<file path="src/design/sha256_message_digest_top_defines.svh">
// ----------------------------------------------------------------------------
// SHA-256 message digest: assertion macros
// Shared assertion shorthands, clocked on clock and disabled during reset.
// ----------------------------------------------------------------------------
`ifndef SHA256_MESSAGE_DIGEST_TOP_DEFINES_SVH
`define SHA256_MESSAGE_DIGEST_TOP_DEFINES_SVH

// Same-cycle implication
`define SMD_ASSERT_NOW(label, ante, cons, msg) \
   label: assert property (@(posedge clock) disable iff (reset) (ante) |-> (cons)) \
      else $error(msg);

// Next-cycle implication
`define SMD_ASSERT_NEXT(label, ante, cons, msg) \
   label: assert property (@(posedge clock) disable iff (reset) (ante) |=> (cons)) \
      else $error(msg);

`endif

</file>
<file path="src/design/sha256md_pkg.sv">
// ----------------------------------------------------------------------------
// SHA-256 message digest package
// Word type, round constants, initial hash values and round functions.
// ----------------------------------------------------------------------------
package sha256md_pkg;

   typedef logic [31:0] word_type;

   localparam logic [7:0] PadMark   = 8'h80;
   localparam logic [5:0] LenStart  = 6'd56;
   localparam logic [5:0] LastSlot  = 6'd63;
   localparam logic [5:0] LastRound = 6'd63;
   localparam logic [2:0] LastWord  = 3'd7;

   localparam word_type RoundK [64] = '{
      32'h428a2f98, 32'h71374491, 32'hb5c0fbcf, 32'he9b5dba5,
      32'h3956c25b, 32'h59f111f1, 32'h923f82a4, 32'hab1c5ed5,
      32'hd807aa98, 32'h12835b01, 32'h243185be, 32'h550c7dc3,
      32'h72be5d74, 32'h80deb1fe, 32'h9bdc06a7, 32'hc19bf174,
      32'he49b69c1, 32'hefbe4786, 32'h0fc19dc6, 32'h240ca1cc,
      32'h2de92c6f, 32'h4a7484aa, 32'h5cb0a9dc, 32'h76f988da,
      32'h983e5152, 32'ha831c66d, 32'hb00327c8, 32'hbf597fc7,
      32'hc6e00bf3, 32'hd5a79147, 32'h06ca6351, 32'h14292967,
      32'h27b70a85, 32'h2e1b2138, 32'h4d2c6dfc, 32'h53380d13,
      32'h650a7354, 32'h766a0abb, 32'h81c2c92e, 32'h92722c85,
      32'ha2bfe8a1, 32'ha81a664b, 32'hc24b8b70, 32'hc76c51a3,
      32'hd192e819, 32'hd6990624, 32'hf40e3585, 32'h106aa070,
      32'h19a4c116, 32'h1e376c08, 32'h2748774c, 32'h34b0bcb5,
      32'h391c0cb3, 32'h4ed8aa4a, 32'h5b9cca4f, 32'h682e6ff3,
      32'h748f82ee, 32'h78a5636f, 32'h84c87814, 32'h8cc70208,
      32'h90befffa, 32'ha4506ceb, 32'hbef9a3f7, 32'hc67178f2
   };

   localparam word_type InitHash [8] = '{
      32'h6a09e667, 32'hbb67ae85, 32'h3c6ef372, 32'ha54ff53a,
      32'h510e527f, 32'h9b05688c, 32'h1f83d9ab, 32'h5be0cd19
   };

   // Rotate right by a constant amount
   function automatic word_type rotr(word_type x, int unsigned n);
      return (x >> n) | (x << (32 - n));
   endfunction

   function automatic word_type big_sigma0(word_type x);
      return rotr(x, 2) ^ rotr(x, 13) ^ rotr(x, 22);
   endfunction

   function automatic word_type big_sigma1(word_type x);
      return rotr(x, 6) ^ rotr(x, 11) ^ rotr(x, 25);
   endfunction

   function automatic word_type small_sigma0(word_type x);
      return rotr(x, 7) ^ rotr(x, 18) ^ (x >> 3);
   endfunction

   function automatic word_type small_sigma1(word_type x);
      return rotr(x, 17) ^ rotr(x, 19) ^ (x >> 10);
   endfunction

   function automatic word_type choose(word_type e, word_type f, word_type g);
      return (e & f) ^ (~e & g);
   endfunction

   function automatic word_type major(word_type a, word_type b, word_type c);
      return (a & b) ^ (a & c) ^ (b & c);
   endfunction

endpackage

</file>
<file path="src/design/sha256_message_digest_top.sv">
// ----------------------------------------------------------------------------
// SHA-256 message digest top level
// Hashes a byte stream, one byte per item, and returns the eight digest words.
// ----------------------------------------------------------------------------
//
//   channel  dir  handshake               payload
//   req      in   req_valid / req_stall   data_byte, has_byte, end_of_message
//   rsp      out  rsp_valid / rsp_stall   digest_word, word_index, last_word
//
// A byte that does not complete a block is shifted into the block window; the
// 64th byte of a block starts the rounds on the single round unit, then the
// hash update. Closing a message feeds padding one byte a cycle, pausing for
// the rounds when a block fills, until the last block is full (a second block
// when the length does not fit), then the 8 words.
// Synchronous reset restores the initial hash; req_stall stays high while busy.
// rsp_stall holds the current digest word until it is taken.
// ----------------------------------------------------------------------------
`include "sha256_message_digest_top_defines.svh"

module sha256_message_digest_top
   import sha256md_pkg::*;
(
   input  logic        clock,
   input  logic        reset,
   input  logic        req_valid,
   output logic        req_stall,
   input  logic [7:0]  req_data_byte,
   input  logic        req_has_byte,
   input  logic        req_end_of_message,
   output logic        rsp_valid,
   input  logic        rsp_stall,
   output logic [31:0] rsp_digest_word,
   output logic [2:0]  rsp_word_index,
   output logic        rsp_last_word
);

   typedef enum logic [6:0] {
      S_IDLE   = 7'b0000001,
      S_MARK   = 7'b0000010,
      S_ZERO   = 7'b0000100,
      S_LEN    = 7'b0001000,
      S_ROUND  = 7'b0010000,
      S_UPDATE = 7'b0100000,
      S_OUT    = 7'b1000000
   } state_type;

   state_type    state_ff, state_in;
   state_type    resume_ff, resume_in;
   logic [5:0]   round_ff, round_in;
   logic [5:0]   fill_ff, fill_in;
   logic [63:0]  len_ff, len_in;
   logic [511:0] msg_ff, msg_in;
   logic [2:0]   idx_ff, idx_in;
   word_type     hash_ff [8];
   word_type     hash_in [8];
   word_type     v_ff [8];
   word_type     v_in [8];

   logic         feed_en;
   logic [7:0]   feed_byte;
   state_type    after_feed;
   logic [63:0]  len_shift;
   word_type     w0, w1, w9, w14;
   word_type     new_word;
   word_type     t1, t2;

   // Length byte for the current slot, most significant byte at slot 56
   assign len_shift = len_ff >> {~fill_ff[2:0], 3'b000};

   // Message window taps and schedule extension
   assign w0       = msg_ff[511:480];
   assign w1       = msg_ff[479:448];
   assign w9       = msg_ff[223:192];
   assign w14      = msg_ff[63:32];
   assign new_word = small_sigma1(w14) + w9 + small_sigma0(w1) + w0;

   // Shared round unit
   assign t1 = v_ff[7] + big_sigma1(v_ff[4]) + choose(v_ff[4], v_ff[5], v_ff[6])
             + RoundK[round_ff] + w0;
   assign t2 = big_sigma0(v_ff[0]) + major(v_ff[0], v_ff[1], v_ff[2]);

   // Sequencer
   always_comb begin
      state_in   = state_ff;
      resume_in  = resume_ff;
      round_in   = round_ff;
      fill_in    = fill_ff;
      len_in     = len_ff;
      msg_in     = msg_ff;
      idx_in     = idx_ff;
      hash_in    = hash_ff;
      v_in       = v_ff;
      feed_en    = 1'b0;
      feed_byte  = '0;
      after_feed = S_IDLE;

      unique case (state_ff)
         S_IDLE: begin
            after_feed = req_end_of_message ? S_MARK : S_IDLE;
            if (req_valid) begin
               if (req_has_byte) begin
                  feed_en   = 1'b1;
                  feed_byte = req_data_byte;
                  len_in    = len_ff + 64'd8;
               end else begin
                  state_in = after_feed;
               end
            end
         end
         S_MARK: begin
            feed_en    = 1'b1;
            feed_byte  = PadMark;
            after_feed = (fill_ff == LenStart - 6'd1) ? S_LEN : S_ZERO;
         end
         S_ZERO: begin
            feed_en    = 1'b1;
            after_feed = (fill_ff == LenStart - 6'd1) ? S_LEN : S_ZERO;
         end
         S_LEN: begin
            feed_en    = 1'b1;
            feed_byte  = len_shift[7:0];
            after_feed = (fill_ff == LastSlot) ? S_OUT : S_LEN;
         end
         S_ROUND: begin
            msg_in   = {msg_ff[479:0], new_word};
            v_in[7]  = v_ff[6];
            v_in[6]  = v_ff[5];
            v_in[5]  = v_ff[4];
            v_in[4]  = v_ff[3] + t1;
            v_in[3]  = v_ff[2];
            v_in[2]  = v_ff[1];
            v_in[1]  = v_ff[0];
            v_in[0]  = t1 + t2;
            round_in = round_ff + 6'd1;
            if (round_ff == LastRound) begin
               state_in = S_UPDATE;
            end
         end
         S_UPDATE: begin
            for (int i = 0; i < 8; i++) begin
               hash_in[i] = hash_ff[i] + v_ff[i];
            end
            state_in = resume_ff;
         end
         S_OUT: begin
            if (!rsp_stall) begin
               idx_in = idx_ff + 3'd1;
               if (idx_ff == LastWord) begin
                  state_in = S_IDLE;
                  hash_in  = InitHash;
                  len_in   = '0;
               end
            end
         end
         default: begin
            state_in = S_IDLE;
         end
      endcase

      // Byte feed into the block window; a full block starts compression
      if (feed_en) begin
         msg_in  = {msg_ff[503:0], feed_byte};
         fill_in = fill_ff + 6'd1;
         if (fill_ff == LastSlot) begin
            state_in  = S_ROUND;
            resume_in = after_feed;
            v_in      = hash_ff;
            round_in  = '0;
         end else begin
            state_in = after_feed;
         end
      end
   end

   // Registers
   always_ff @(posedge clock) begin
      if (reset) begin
         state_ff  <= S_IDLE;
         resume_ff <= S_IDLE;
         round_ff  <= '0;
         fill_ff   <= '0;
         len_ff    <= '0;
         idx_ff    <= '0;
         hash_ff   <= InitHash;
      end else begin
         state_ff  <= state_in;
         resume_ff <= resume_in;
         round_ff  <= round_in;
         fill_ff   <= fill_in;
         len_ff    <= len_in;
         idx_ff    <= idx_in;
         hash_ff   <= hash_in;
      end
   end

   always_ff @(posedge clock) begin
      msg_ff <= msg_in;
      v_ff   <= v_in;
   end

   // Ports
   assign req_stall       = (state_ff != S_IDLE);
   assign rsp_valid       = (state_ff == S_OUT);
   assign rsp_digest_word = hash_ff[idx_ff];
   assign rsp_word_index  = idx_ff;
   assign rsp_last_word   = (idx_ff == LastWord);

   // Checks
   `SMD_ASSERT_NEXT(a_round_to_update, (state_ff == S_ROUND) && (round_ff == LastRound),
      state_ff == S_UPDATE, "last round not followed by hash update")
   `SMD_ASSERT_NOW(a_round_block_full, state_ff == S_ROUND,
      fill_ff == 6'd0, "compression running on a partial block")
   `SMD_ASSERT_NOW(a_len_slots, state_ff == S_LEN,
      fill_ff[5:3] == 3'b111, "length byte outside the last eight slots")
   `SMD_ASSERT_NOW(a_rsp_blocks_req, rsp_valid,
      req_stall, "input taken while digest words are pending")
   `SMD_ASSERT_NEXT(a_digest_done, rsp_valid && !rsp_stall && rsp_last_word,
      (state_ff == S_IDLE) && (len_ff == 64'd0) && (fill_ff == 6'd0),
      "state not restored after the last digest word")

endmodule
</file>
<file path="config.mk">
export PLATFORM = sky130hd
export DESIGN_NAME = sha256_message_digest_top
export DESIGN_NICKNAME = d
export VERILOG_FILES = /design/src/design/sha256md_pkg.sv /design/src/design/sha256_message_digest_top.sv
export VERILOG_INCLUDE_DIRS = /design/src /design/src/design
export SDC_FILE = /design/constraint.sdc
export NUM_CORES = 2
export LEC_CHECK = 0
export BUFFER_PORTS_ARGS = -buffer_cell sky130_fd_sc_hd__buf_4
export CORE_UTILIZATION = 55
export DETAILED_ROUTE_END_ITERATION = 10
export GPL_ROUTABILITY_DRIVEN = 0
export MAX_ROUTING_LAYER = met4
export PLACE_DENSITY = 0.71
export RECOVER_POWER = 100
export REMOVE_ABC_BUFFERS = 1
export SYNTH_ARGS = -nofsm -noshare
export SYNTH_HDL_FRONTEND = slang
export SYNTH_SLANG_ARGS = --single-unit
</file>
<file path="constraint.sdc">
create_clock -name clock -period 29.1 [get_ports clock]
set_input_delay 2.91 -clock clock [delete_from_list [all_inputs] [get_ports clock]]
set_output_delay 2.91 -clock clock [all_outputs]
set_load 0.01 [all_outputs]
</file>
* Word level (Yosys, flattened, before mapping)
Memory sizes are Yosys's and may differ from the RTL's. Index checks and enable logic that the tools add are counted. Widths: inputs -> output; s select.
Word-level totals: register bits 1117, memory bits (read-only) 2048, bits of input ports 14, output and inout bits 38, logic and storage cells 151, memories kept 1
Memories:
- (name not given) | words 64, width 32, read ports 1, clocked after Yosys merged registers in 0, write ports 0, RTL line sha256_message_digest_top.sv:79 | + RoundK[round_ff] + w0;
Operators by class: add/subtract/negate cells 22, $lt $le $gt $ge 2, equal/unequal tests 22, shifts and indexed selects 1, mux-type cells 39, bitwise logic cells 31, reduce and logical (&&, ||, !) cells 10
Operators with widths (count):
- $mux 256 | 5
- $mux 512 | 2
- $add 32x32->32 | 18
- $pmux 256 s2 | 1
- $xor 32x32->32 | 9
- $mux 64 | 4
- $and 32x32->32 | 5
- $mux 32 | 4
- $pmux 64 s2 | 1
- $bmux 32 s3 | 1
- $add 64x4->64 const B | 1
- $shr 64x6->8 | 1
- $mux 7 | 8
- $pmux 7 s5 | 1
- $not 32->32 | 1
- $or 10x32->32 | 1
- $or 13x32->32 | 1
- $or 14x32->32 | 1
- $or 15x32->32 | 1
- $or 19x32->32 | 1
- $or 21x32->32 | 1
- $or 25x32->32 | 1
- $or 26x32->32 | 1
- $or 30x32->32 | 1
- other kinds (41) | 56

* Depth between registers and ports, before layout
word-level depth 11, depth in mapped cells 38, mapped depth without buffers 36

* Worst setup path before layout
OpenSTA, ideal clock, no wires.
path type input to register, start in req_valid, end reg msg_ff[0], enable pin, library setup time 3644 ps, arrival time 12200 ps, data required time 25456 ps, path slack 13255 ps, cell stages on the path 6, cell sequence nand4b_1 > nor2_1 > o21ai_0 > clkbuf_1 > buf_1 > nand2_1
On the way: cells in the longest elaborated chain, start to end 3
Ends and longest elaborated chain:
- from (decl) | RTL line sha256_message_digest_top.sv:25 | input logic req_valid,
- $mux 1 | RTL line sha256_message_digest_top.sv:100 | if (req_valid) begin
- $pmux 1 s2 | RTL line sha256_message_digest_top.sv:97 | unique case (state_ff)
- $reduce_bool 2->1 (no source line)
- to (signal assigned) | RTL line sha256_message_digest_top.sv:197 | msg_ff <= msg_in;
- to (decl) | RTL line sha256_message_digest_top.sv:52 | logic [511:0] msg_ff, msg_in;
Every way passes these cells. A chain may end at the register's enable or synchronous reset.

* Worst setup path after layout
start in req_valid, end reg msg_ff[323], enable pin
Same word-level chain as after synthesis.

==> results.txt <==
outcome - finished, violations left
failing checks - capacitance limit, slew limit
TritonCTS buffer count - 121
detailed-route wire length - 226400 um
Max-slew headroom - -581.5%
final hold vios - 0
synth warn - 0
Post-CTS Resized - 0
Starting DRT DRC Count - 7932
register bit count reported by yosys - 1112
max incr delay on CP - 6820 ps
cell area after synthesis - 74720 um2
commonest cells after routing, fill and taps aside - 1917 x nand2_1, 672 x o21ai_0, 595 x dfxtp_1
first-pass GRT wire length - 344000 um
All-Layer GR Usage - 33.21%
Vias/cell - 6.117
Seq pwr share - 31.3%
P_sw - 2.240 mW
minimum clock period after layout - 16950 ps
Max IR drop VDD - 0.00008822 V
die height - 370.6 um
Worst Tran Pin Value - 10220 ps
synth top area cells - edfxtp_1 21%, dfxtp_1 16%, nand2_1 9.6%, ha_1 6.7%, fa_1 5.3%
Max clock buf depth - 3
DRT Pass-1 Iters - 11
Place WS - 19850 ps
Synth Instances - 8644
port buffer count - 51
setup tns final - 0 ps
post-synthesis sequential area ratio - 36.65%
LEAKAGE - 32.42 nW
Max Freq - 0.05901 GHz
hold slack - 460.4 ps
crit path kind - in2reg
num rows - 134
clk slew on worst S/H paths - 60 ps
Post-synth EDFFs - 512
hold buffer count at CTS - 0
worst setup margin - 12150 ps
asr flop ratio synth - 0%
CTS sink cnt - 1112
PD cells - 74.91 nW/um2
worst path bufs/invs - 3
final number of setup-violating endpoints - 0
P_int - 3.750 mW
most used cell, CP - clkbuf_1
commonest non-fill, non-tap cell in the layout - nand2_1
Initial Utilization - 55.71%
Hold Crit Class - reg2reg
Power Total - 5.991 mW
unrepaired setup endpoints after global routing - no
Ports - 52
Core Area - 134100 um2
via count - 62720
fraction of layout cells with a size suffix above 1 - 5.516%
setup bufs post-CTS - 0
MaxCap Viol Count - 34
area of the die - 137300 um2
Critical Path End Type - flip-flop
largest area contributor in the netlist - edfxtp_1
Worst-Skew Late Latency - 770 ps
WL/cell - 22.08 um
Switching Share - 37.40%
CTS root buf - clkbuf_16
Top Family by Delay on Critical Path - buffers and inverters
clock share of power - 27.1%
largest net degree at the start of global routing - 232
layout net count - 8989
antenna violations before repair - 3
H-tree levels - 3
Slew Limit Fails - 2582
CP max FO - 183
Remaining DRCs - 0
cells along the critical path - clkbuf_1, nand4b_1, nor2_1, o21ai_0, nand2_1, clkbuf_1, clkbuf_1
Final Skew - 38.02 ps
TritonCTS clock tree - done
Slowest cell on crit path - clkbuf_1
Gate power share - 41.6%
Tcrit/Tclk final - 58.23%
Area Overhead vs Synth - 7.026%
top cell type's share of synthesized area - 20.58%
HPWL Detailed - 161900 um
CP Launch Type - primary input
mean post-synth cell area - 8.644 um2
Synth cell types - 93
Remaining Overflow, GRT - 0
ys flop type - dfxtp_1
die width - 370.6 um
Req. time, crit path - 29160 ps
WP data arrival - 17010 ps
vias in the first global route - 58300
Final ANT Viol Nets - 0
-- registers in the layout, indices dropped and copies added, names as in the netlist --
name            flops
round_ff            6
v_ff              256
rsp_word_index      3
msg_ff            512
len_ff             61
fill_ff             6
resume_ff           5
hash_ff           256
state_ff            7
-- power by group through the flow --
| stage | clock, mW | sequential (mW) | combinational [mW] |
|---|---|---|---|
| detailed placement | 0 | 1.89 | 2.38 |
| CTS | 1.64 | 1.86 | 2.41 |
| finish | 1.62 | 1.87 | 2.49 |
| floorplan | 0 | 1.86 | 1.93 |
| global placement | 0 | 1.89 | 2.32 |
| global route | 1.70 | 1.88 | 2.73 |
-- final cells by class --
class                   count  area, um2
well taps                1768       2212
clock buffers             161       3430
multi-input cells        6520      43560
repair buffers            118      720.7
fillers                 11710      54160
flip-flops and latches   1112      27400
clock inverters            67      744.5
diodes                      2      5.005
inverters                 506       1901
-- worst reg2reg max path: stages (launching register included) --
cell,delay (ps)
dfxtp_1,370
or2_2,340
a211oi_1,280
o21ai_0,1210
nand2_1,2710
clkbuf_1,2650
clkbuf_1,6890
-- Yosys cell counts, types with 20 or more instances --
library cell,count
nand2_1,1919
o21ai_0,671
dfxtp_1,600
nor2_1,517
edfxtp_1,512
inv_1,505
a21oi_1,480
clkbuf_1,449
ha_1,399
xnor2_1,364
xor2_1,258
mux2i_1,214
a21o_1,199
fa_1,197
nor3_1,132
nand3_1,126
mux4_2,82
mux2_2,64
o21a_1,64
a211oi_1,59
o22ai_1,54
a31oi_1,53
buf_1,53
nor2b_1,49
and3_1,45
nand2b_1,45
o21bai_1,43
a22oi_1,38
or3_1,38
o211ai_1,36
nand4_1,32
o31ai_1,28
o311ai_0,20
-- per-layer routing --
layer | part of all wire (%) | global-route usage [%] | routed length [um]
met1 | 42 | 45.68 | 95980
met2 | 42 | 47.05 | 95460
met3 | 11 | 7.986 | 25290
met4 | 4.3 | 12.73 | 9681
met5 | 0 | - | 0
-- cell families (layout without fill, tap and decap cells) --
group / count (synthesis) / count (layout) / share of synthesized area (%)
simple gates: 3010 / 3010 / 16.85
compound gates: 1929 / 1929 / 15.80
mux: 360 / 360 / 6.303
xor+xnor: 622 / 622 / 7.291
buf+inv: 1012 / 852 / 5.102
other cells: 0 / 2 / 0
flops: 1112 / 1112 / 36.65
fa+ha+maj: 599 / 599 / 12.00
-- worst paths after layout --
| kind | depth (start not counted) | start | slack, ps | endpoint |
|---|---|---|---|---|
| setup reg to reg | 6 | state_ff[2]$_SDFFE_PP0P_ | 13770 | msg_ff[323]$_DFFE_PP_ |
| hold / removal | 2 | resume_ff[6]$_SDFFE_PP0P_ | 460 | state_ff[6]$_SDFFE_PP0P_ |
| hold reg to reg | 2 | resume_ff[6]$_SDFFE_PP0P_ | 460 | state_ff[6]$_SDFFE_PP0P_ |
| setup / recovery | 7 | req_valid | 12150 | msg_ff[323]$_DFFE_PP_ |
-- per-stage QoR --
step | utilization (%) | cell area [um2] | cells
CTS | 59.83 | 80240 | 10250
detailed placement | 56.71 | 76070 | 10020
floorplan | - | 72810 | 8138
finish | 59.62 | 79970 | 10250
global route | 59.62 | 79970 | 10250
global placement | 56.71 | 76070 | 10020
No activity file was read; power rests on OpenSTA's default activity.
